**src/rtl/sepv_pkg.sv**
```systemverilog
package sepv_pkg;

  localparam int unsigned VelFracBits = 16;
  localparam logic [29:0] NsPerSecond = 30'd1000000000;
  localparam logic [19:0] NsPerMs     = 20'd1000000;

  localparam logic [2:0] CfgSingleturn = 3'd0;
  localparam logic [2:0] CfgMultiturn  = 3'd1;
  localparam logic [2:0] CfgInvert     = 3'd2;
  localparam logic [2:0] CfgCenter     = 3'd3;
  localparam logic [2:0] CfgHasReset   = 3'd4;
  localparam logic [2:0] CfgPulseMs    = 3'd5;

  typedef struct packed {
    logic data_error;
    logic frame_error;
    logic power_failure;
    logic data_mismatch;
    logic sync_error;
    logic enc_unready;
    logic pdo_toggle;
  } status_t;

endpackage

```
**src/rtl/ssi_encoder_position_velocity.sv**
```systemverilog
// SSI absolute encoder position and velocity. One transaction per fieldbus
// cycle: the raw count is masked to singleturn+multiturn bits (max 32),
// optionally inverted and centered on zero, scaled to revolutions (Q(63-F).F,
// F = POSITION_FRACTION_BITS) and added to a kept offset with saturation.
// Velocity (Q47.16 rev/s) is the position delta times 1e9 divided by the time
// delta; zero delta gives zero. Overrides either set the offset at once or
// pulse the reset pin until the count reads zero (success) or twice the pulse
// time passes (failure). From the accepting edge to out_valid_o the steps are:
// the bit-serial pulse-length multiply; scale, sum and difference; the
// bit-serial 1e9 multiply; the restoring divider that retires one quotient
// bit per cycle; and override, reset pin and output load. One transaction
// is in flight at a time; the output register frees the input side as soon
// as the result is loaded, so a new transaction can be taken only then, and
// not while the output stalls.
module ssi_encoder_position_velocity #(
  parameter int unsigned POSITION_FRACTION_BITS = 32
) (
  input  logic                  clk_i,
  input  logic                  rst_ni,
  input  logic                  cfg_we_i,
  input  logic [2:0]            cfg_index_i,
  input  logic [15:0]           cfg_data_i,
  input  logic                  in_valid_i,
  output logic                  in_stall_o,
  input  logic [31:0]           ssi_count_i,
  input  logic [7:0]            status_byte_i,
  input  logic [63:0]           time_ns_i,
  input  logic                  override_request_i,
  input  logic signed [63:0]    override_position_i,
  output logic                  out_valid_o,
  input  logic                  out_stall_i,
  output logic signed [63:0]    pos_revs_o,
  output logic signed [63:0]    velocity_rps_o,
  output logic                  data_error_o,
  output logic                  frame_error_o,
  output logic                  power_failure_o,
  output logic                  data_mismatch_o,
  output logic                  sync_error_o,
  output logic                  enc_unready_o,
  output logic                  pdo_toggle_o,
  output logic                  reset_pin_o,
  output logic                  override_busy_o,
  output logic                  override_succeeded_o
);
  import sepv_pkg::*;

  localparam int unsigned ShiftS = POSITION_FRACTION_BITS - VelFracBits;

  localparam logic [3:0] StIdle  = 4'd0;
  localparam logic [3:0] StCount = 4'd1;
  localparam logic [3:0] StScale = 4'd2;
  localparam logic [3:0] StSum   = 4'd3;
  localparam logic [3:0] StDiff  = 4'd4;
  localparam logic [3:0] StMul   = 4'd5;
  localparam logic [3:0] StDiv   = 4'd6;
  localparam logic [3:0] StOvr   = 4'd7;
  localparam logic [3:0] StOut   = 4'd8;
  localparam logic [3:0] StPulse = 4'd9;

  logic [3:0]  state_q, state_d;

  // configuration
  logic [5:0]  st_bits_q, mt_bits_q;
  logic        invert_q, center_q, has_reset_q;
  logic [15:0] pulse_ms_q;

  // kept state
  logic signed [63:0] offset_q, prev_pos_q, target_q;
  logic [63:0] prev_time_q, start_time_q;
  logic        busy_q, success_q, level_q;

  // per-transaction registers
  logic [31:0] raw_q;
  logic [63:0] now_q, dt_q, pulse_ns_q;
  logic        req_q;
  logic signed [63:0] req_pos_q;
  logic signed [33:0] cnt_q;
  logic signed [63:0] before_q, pos_q;
  logic        neg_q;
  logic [63:0] mag_q;
  logic [93:0] num_q;
  logic [29:0] mul_sh_q;
  logic [4:0]  mul_cnt_q;
  logic [93:0] rem_q;
  logic [127:0] quo_q;
  logic [7:0]  div_cnt_q;
  logic [4:0]  pul_cnt_q;

  // output register
  logic        out_valid_q;
  logic signed [63:0] pos_out_q, vel_out_q;
  status_t     status_q;
  logic        pin_q, busy_out_q, succ_out_q;

  logic [5:0] st_eff, mt_eff, len;
  logic [6:0] len_sum;
  logic [32:0] full;
  logic [31:0] masked;
  logic signed [33:0] c1, c2;
  logic        in_accept;

  always_comb begin
    st_eff  = (st_bits_q > 6'd32) ? 6'd32 : st_bits_q;
    mt_eff  = (mt_bits_q > 6'd32) ? 6'd32 : mt_bits_q;
    len_sum = {1'b0, st_eff} + {1'b0, mt_eff};
    len     = (len_sum > 7'd32) ? 6'd32 : len_sum[5:0];
    full    = 33'd1 << len;
    masked  = raw_q & 32'(full - 33'd1);
    c1 = invert_q ? (34'($signed({1'b0, full})) - 34'($signed({2'b0, masked})))
                  : 34'($signed({2'b0, masked}));
    c2 = (center_q && (c1 >= 34'($signed({2'b0, full[32:1]}))))
           ? c1 - 34'($signed({1'b0, full})) : c1;
  end

  assign in_stall_o = (state_q != StIdle);
  assign in_accept  = in_valid_i && !in_stall_o;

  // saturating helpers
  function automatic logic signed [63:0] sat_add(input logic signed [63:0] a,
                                                 input logic signed [63:0] b);
    logic signed [64:0] s;
    s = 65'(a) + 65'(b);
    if (s > 65'sh0_7FFF_FFFF_FFFF_FFFF) return 64'sh7FFF_FFFF_FFFF_FFFF;
    if (s < -65'sh0_8000_0000_0000_0000) return 64'sh8000_0000_0000_0000;
    return s[63:0];
  endfunction

  function automatic logic signed [63:0] sat_sub(input logic signed [63:0] a,
                                                 input logic signed [63:0] b);
    logic signed [64:0] s;
    s = 65'(a) - 65'(b);
    if (s > 65'sh0_7FFF_FFFF_FFFF_FFFF) return 64'sh7FFF_FFFF_FFFF_FFFF;
    if (s < -65'sh0_8000_0000_0000_0000) return 64'sh8000_0000_0000_0000;
    return s[63:0];
  endfunction

  function automatic logic signed [63:0] from_mag(input logic neg,
                                                  input logic [63:0] m);
    if (!neg) return m[63] ? 64'sh7FFF_FFFF_FFFF_FFFF : $signed(m);
    if (m[63]) return 64'sh8000_0000_0000_0000;
    return -$signed(m);
  endfunction

  // scaling
  logic [6:0]  shamt_up, shamt_dn;
  logic        scale_up;
  logic [33:0] cmag;
  logic        cneg;
  logic [97:0] up_val;
  logic [33:0] dn_val;
  logic signed [63:0] scaled;

  always_comb begin
    cneg     = cnt_q[33];
    cmag     = cneg ? 34'(-cnt_q) : 34'(cnt_q);
    scale_up = (7'(POSITION_FRACTION_BITS) >= {1'b0, st_eff});
    shamt_up = 7'(POSITION_FRACTION_BITS) - {1'b0, st_eff};
    shamt_dn = {1'b0, st_eff} - 7'(POSITION_FRACTION_BITS);
    up_val   = {64'd0, cmag} << shamt_up;
    dn_val   = cneg ? 34'((35'(cmag) + ((35'd1 << shamt_dn) - 35'd1)) >> shamt_dn)
                    : (cmag >> shamt_dn);
    if (scale_up) begin
      scaled = (up_val[97:64] != 34'd0) ? (cneg ? 64'sh8000_0000_0000_0000
                                               : 64'sh7FFF_FFFF_FFFF_FFFF)
                                        : from_mag(cneg, up_val[63:0]);
    end else begin
      scaled = from_mag(cneg, {30'd0, dn_val});
    end
  end

  // divider step: denominator dt << ShiftS (up to 64+ShiftS bits)
  logic [127:0] den;
  logic [94:0]  rem_sh;
  logic [127:0] rem_cmp;
  logic         fits;
  logic [6:0]   bit_idx;

  always_comb begin
    den     = {64'd0, dt_q} << ShiftS;
    bit_idx = 7'(8'd127 - div_cnt_q);
    rem_sh  = {rem_q, (bit_idx < 7'd94) ? num_q[bit_idx] : 1'b0};
    rem_cmp = {33'd0, rem_sh};
    fits    = (rem_cmp >= den);
  end

  logic [63:0] elapsed;
  logic [64:0] twice;
  assign elapsed = now_q - start_time_q;
  assign twice   = {pulse_ns_q, 1'b0};

  always_ff @(posedge clk_i or negedge rst_ni) begin
    if (!rst_ni) begin
      state_q      <= StIdle;
      st_bits_q    <= 6'd12;
      mt_bits_q    <= 6'd12;
      invert_q     <= 1'b0;
      center_q     <= 1'b0;
      has_reset_q  <= 1'b1;
      pulse_ms_q   <= 16'd100;
      offset_q     <= '0;
      prev_pos_q   <= '0;
      target_q     <= '0;
      prev_time_q  <= '0;
      start_time_q <= '0;
      busy_q       <= 1'b0;
      success_q    <= 1'b0;
      level_q      <= 1'b0;
      out_valid_q  <= 1'b0;
    end else begin
      state_q <= state_d;
      if (cfg_we_i) begin
        case (cfg_index_i)
          CfgSingleturn: st_bits_q   <= cfg_data_i[5:0];
          CfgMultiturn:  mt_bits_q   <= cfg_data_i[5:0];
          CfgInvert:     invert_q    <= cfg_data_i[0];
          CfgCenter:     center_q    <= cfg_data_i[0];
          CfgHasReset:   has_reset_q <= cfg_data_i[0];
          CfgPulseMs:    pulse_ms_q  <= cfg_data_i;
          default: ;
        endcase
      end
      // load a new result, else drop the one taken by the receiver
      if (state_q == StOut && (!out_valid_q || !out_stall_i)) out_valid_q <= 1'b1;
      else if (out_valid_q && !out_stall_i) out_valid_q <= 1'b0;
      case (state_q)
        StIdle: begin
          if (in_accept) begin
            raw_q      <= ssi_count_i;
            now_q      <= time_ns_i;
            req_q      <= override_request_i;
            req_pos_q  <= override_position_i;
            status_q   <= '{status_byte_i[0], status_byte_i[1], status_byte_i[2],
                            status_byte_i[3], status_byte_i[5], status_byte_i[6],
                            status_byte_i[7]};
            pulse_ns_q <= '0;
            pul_cnt_q  <= '0;
          end
        end
        StCount: begin
          cnt_q <= c2;
          // serial pulse_ms * 1e6, MSB first: one multiplier bit per cycle
          if (pulse_ms_q[4'd15 - pul_cnt_q[3:0]])
            pulse_ns_q <= {pulse_ns_q[62:0], 1'b0} + 64'(NsPerMs);
          else
            pulse_ns_q <= {pulse_ns_q[62:0], 1'b0};
          pul_cnt_q <= pul_cnt_q + 5'd1;
        end
        StScale: begin
          before_q <= scaled;
        end
        StSum: begin
          pos_q <= sat_add(before_q, offset_q);
          dt_q  <= now_q - prev_time_q;
        end
        StDiff: begin
          neg_q     <= (pos_q < prev_pos_q);
          mag_q     <= (pos_q >= prev_pos_q) ? 64'(pos_q) - 64'(prev_pos_q)
                                             : 64'(prev_pos_q) - 64'(pos_q);
          num_q     <= '0;
          mul_sh_q  <= NsPerSecond;
          mul_cnt_q <= '0;
        end
        StMul: begin
          // shift-add: one bit of 1e9 per cycle
          if (mul_sh_q[0]) num_q <= num_q + (94'(mag_q) << mul_cnt_q);
          mul_sh_q  <= mul_sh_q >> 1;
          mul_cnt_q <= mul_cnt_q + 5'd1;
          rem_q     <= '0;
          quo_q     <= '0;
          div_cnt_q <= '0;
        end
        StDiv: begin
          if (fits) rem_q <= 94'(rem_cmp - den);
          else      rem_q <= rem_sh[93:0];
          quo_q     <= {quo_q[126:0], fits};
          div_cnt_q <= div_cnt_q + 8'd1;
        end
        StOvr: begin
          prev_time_q <= now_q;
          prev_pos_q  <= pos_q;
          pos_out_q   <= pos_q;
          if (dt_q == 64'd0)          vel_out_q <= '0;
          else if (quo_q[127:64] != 64'd0)
            vel_out_q <= neg_q ? 64'sh8000_0000_0000_0000 : 64'sh7FFF_FFFF_FFFF_FFFF;
          else vel_out_q <= from_mag(neg_q, quo_q[63:0]);
          if (req_q) begin
            target_q <= req_pos_q;
            busy_q   <= 1'b1;
            if (has_reset_q) begin
              level_q      <= 1'b1;
              start_time_q <= now_q;
            end else begin
              offset_q  <= sat_sub(req_pos_q, before_q);
              busy_q    <= 1'b0;
              success_q <= 1'b1;
            end
          end
        end
        StPulse: begin
          if (busy_q) begin
            vel_out_q <= '0;
            level_q   <= (elapsed < pulse_ns_q);
            if (raw_q == 32'd0) begin
              busy_q    <= 1'b0;
              success_q <= 1'b1;
              offset_q  <= target_q;
              pos_out_q <= target_q;
              level_q   <= 1'b0;
            end else if ({1'b0, elapsed} > twice) begin
              busy_q    <= 1'b0;
              success_q <= 1'b0;
              level_q   <= 1'b0;
            end
          end
        end
        StOut: begin
          if (!out_valid_q || !out_stall_i) begin
            pin_q       <= level_q;
            busy_out_q  <= busy_q;
            succ_out_q  <= success_q;
            pos_revs_o     <= pos_out_q;
            velocity_rps_o <= vel_out_q;
            {data_error_o, frame_error_o, power_failure_o, data_mismatch_o,
             sync_error_o, enc_unready_o, pdo_toggle_o} <= status_q;
          end
        end
        default: ;
      endcase
    end
  end

  always_comb begin
    state_d = state_q;
    case (state_q)
      StIdle:  if (in_accept) state_d = StCount;
      StCount: if (pul_cnt_q == 5'd15) state_d = StScale;
      StScale: state_d = StSum;
      StSum:   state_d = StDiff;
      StDiff:  state_d = StMul;
      StMul:   if (mul_cnt_q == 5'd29) state_d = StDiv;
      StDiv:   if (div_cnt_q == 8'd127) state_d = StOvr;
      StOvr:   state_d = StPulse;
      StPulse: state_d = StOut;
      StOut:   if (!out_valid_q || !out_stall_i) state_d = StIdle;
      default: state_d = StIdle;
    endcase
  end

  assign out_valid_o          = out_valid_q;
  assign reset_pin_o          = pin_q;
  assign override_busy_o      = busy_out_q;
  assign override_succeeded_o = succ_out_q;

endmodule
```
**config.mk**
```make
export PLATFORM = sky130hd
export DESIGN_NAME = ssi_encoder_position_velocity
export DESIGN_NICKNAME = d
export VERILOG_FILES = /design/src/rtl/sepv_pkg.sv /design/src/rtl/ssi_encoder_position_velocity.sv
export SDC_FILE = /design/constraint.sdc
export NUM_CORES = 2
export LEC_CHECK = 0
export BUFFER_PORTS_ARGS = -buffer_cell sky130_fd_sc_hd__buf_2
export CORE_MARGIN = 3
export CORE_UTILIZATION = 25
export DETAILED_ROUTE_END_ITERATION = 16
export PLACE_DENSITY = 0.4
export SYNTH_ARGS = -nofsm -noshare
export SYNTH_HDL_FRONTEND = slang
export SYNTH_SLANG_ARGS = --single-unit
export TNS_END_PERCENT = 1
```
**constraint.sdc**
```tcl
create_clock -name clk_i -period 24.1 [get_ports clk_i]
set_clock_uncertainty 0.2 [all_clocks]
set_input_delay 3.615 -clock clk_i [delete_from_list [all_inputs] [get_ports clk_i]]
set_output_delay 3.615 -clock clk_i [all_outputs]
set_load 0.1 [all_outputs]
```
==> out/results.ini <==
[routing]
post_drt_wl_per_cell_um = 21.80
wl_um = 374900
drt_iter0_drc = 5953
ant_nets = 0
vias = 86390
drcViolationCount = 0
viasPerCell = 5.023
dr.pass1.iters = 5

[placement]
port_buffers = 331
place_congestion = 0.9114
place_area_um2 = 115000
dp.cells = 16830
dp_hpwl_um = 293100

[floorplanning]
die_x_um = 660.4
rows = 239
start_util_pct = 25.18
num_io_pins = 333
core_region_area_um2 = 425200
dieArea_um2 = 436200
chipHeight_um = 660.4

[grt]
grt_pass1_vias = 86420
grtUsageMet2_pct = 28.21
grt_busiest_layer = met2
track_usage_pct = 16.64
antenna_found_initial = 21
met1_usage_pct = 22.12
gr-total-overflow = 0
gr-usage-met3_pct = 1.641
grt_pass1_wl_um = 559200
grt_max_degree = 108

[logic_synthesis]
synth.top_cell.area_share_pct = 32.17
async_flop_share_pct = 23.84
synth.most_common_cell = edfxtp_1
yosys-top-cells-count = edfxtp_1 (1,147), a21oi_1 (934), nand2_1 (923), nor2_1 (916), ha_1 (738)
syn_avg_cell_area_um2 = 9.537
synth_top_flop_cell = edfxtp_1
yosysWarningCount = 0
syn-instance-count = 11230
yosysUniqueCellTypes = 122
synth_seq_cells = 1506
synth_nets = 12170
synth-edff-count = 1147
seq_area_frac_synth_pct = 40.57
synth_top_area_cell = edfxtp_1
synth_area_um2 = 107100
synthTopCellsByArea = edfxtp_1 (32%), ha_1 (8.6%), dfrtp_1 (8.2%)

[clock_network]
cts.sinks = 1506
cts_buffers = 195
clkLatencyLatePin_ns = 0.90
cts_setup_buffers = 0
cts_tree = yes
ctsHoldBuffers = 0
cts_resized = 0
clkSlewWorstSetupHoldPaths_ns = 0.06
clk_root_buffer_cell = clkbuf_16
h-tree-depth = 4
cts_buffer_depth = 4

[finish]
drive_gt1_share_pct = 11.33
fin_cells = 17200
final_cell_area_um2 = 121700
largest-register = quo_q
top_regs = quo_q: 128 flops, num_q: 94 flops, rem_q: 94 flops
final_nets = 12310
synthToLayoutAreaGrowth_pct = 13.65
largest_register_ffs = 128

[critical_path]
path_class = flip-flop to flip-flop
worstPathArrival_ns = 11.47
worst_setup_path_end_kind = flip-flop
cp-start-kind = flip-flop
crit_path_top_delay_cell = dfrtp_1
reg2reg_setup_slack_ns = 13.04
cp_slowest_stage_delay_ns = 0.73
critPathMaxFanout = 32
r2r_end = cnt_q[31]
r2r-start = st_bits_q[5]
cp_data_required_time_ns = 24.52
r2r_cells = 37

[power_and_ir_drop]
power.leakage_nw = 48.36
power_density_nw_per_um2 = 132.4
total_power_mw = 16.12
irDropWorstVdd_uv = 70.44

[worst_hold_path]
hold_depth = 0
hold_start = vel_out_q[29]
hp-class = flip-flop to flip-flop
hold_end = velocity_rps_o[29]

[timing]
finalCritPeriodShare_pct = 45.88
fmax_mhz = 90.45
rsz0062_at_grt = no
slew_headroom_pct = 21.18
worst_pin_slew_ns = 1.182
hold_viol = 0
slew_violations = 0
holdWs_ns = 0.2109
period_minus_slack_ns = 11.06
setup_violations = 0
setup_tns_ns = 0

[flow_run]
max-cap-violations = 0

[status]
status = finished clean

-- final cells by class --
cell class / instances / area, µm²
fillers: 44760 / 303500
repair buffers: 453 / 2582
diodes: 7 / 17.52
clock buffers: 270 / 5552
well taps: 5663 / 7086
inverters: 652 / 2447
clock inverters: 93 / 1137
multi-input cells: 8555 / 59430
flip-flops and latches: 1506 / 43440
-- through the flow --
| step | utilization [%] | setup WS, ns |
|---|---|---|
| after global placement | 27.04 | 13.01 |
| final | 28.62 | 13.04 |
| after detailed placement | 27.04 | 13.02 |
| after floorplan | - | 2.554 |
| after global routing | 28.61 | 12.24 |
| after CTS | 28.61 | 12.95 |
-- worst max-delay path: cells and delay by family, from the launching register on --
family	cells	cell delay [ns]
AO/OA/AOI/OAI	19	4.98
AND/OR/NAND/NOR	8	1.82
buffers and inverters	5	1.37
adder cells (fa/ha/maj)	3	1.01
flip-flops	1	0.73
multiplexers	1	0.41
XOR/XNOR	1	0.20
-- how the worst max path moves through the flow --
stage,start,to,slack [ns],cells past startpoint
4_1_cts,st_bits_q[5],cnt_q[31],12.95,36
6_report,st_bits_q[5],cnt_q[31],13.04,37
3_5_place_dp,st_bits_q[5],cnt_q[1],13.02,36
5_1_grt,st_bits_q[5],cnt_q[20],12.24,36
2_1_floorplan,rst_ni,div_cnt_q[0],2.55,1
3_3_place_gp,st_bits_q[5],cnt_q[2],13.01,36
-- report_power, final --
part           switching, mW  total (mW)  internal [mW]
clock network           1.24        3.06           1.83
logic                   5.66        9.04           3.38
registers              0.397        4.01           3.62
total                   7.29        16.1           8.82
-- layer usage --
layer  vias up  routed length (µm)  part of all wire [%]
li1      41670                   -                     -
met1     42340              169700                    45
met2      1904              178000                    47
met3       484               13870                   3.7
met4         2               13310                   3.6
met5         -                  13                0.0035
-- layout by cell type (no fill, tap or decap), drive strengths merged, types with 98 or more instances in the layout --
cell       n
nand3    188
edfxtp  1147
nor3     183
and3     103
mux2i    227
nor2b    144
inv      663
o21ai    719
nor2     918
mux2     263
o21bai   111
nand2    924
nor4      98
a211oi   102
a31oi    175
clkbuf   270
xor2     200
xnor2    410
ha       738
nand2b   162
and2     249
a21oi    937
mux4     105
a21o     439
nand4    176
o22ai    128
dfrtp    351
buf      453
-- cells by family (layout without fill, tap and decap cells) --
group	count (synthesis)	in the layout	synth area share, %
other cells	0	7	0
simple gates	3392	3392	15.49
buf+inv	1166	1468	4.146
xor+xnor	610	610	5.011
compound gates	3209	3209	18.86
flops	1506	1506	40.57
fa+ha+maj	749	749	8.830
mux	595	595	7.097
Note: power is estimated with default switching activity, not from simulation.
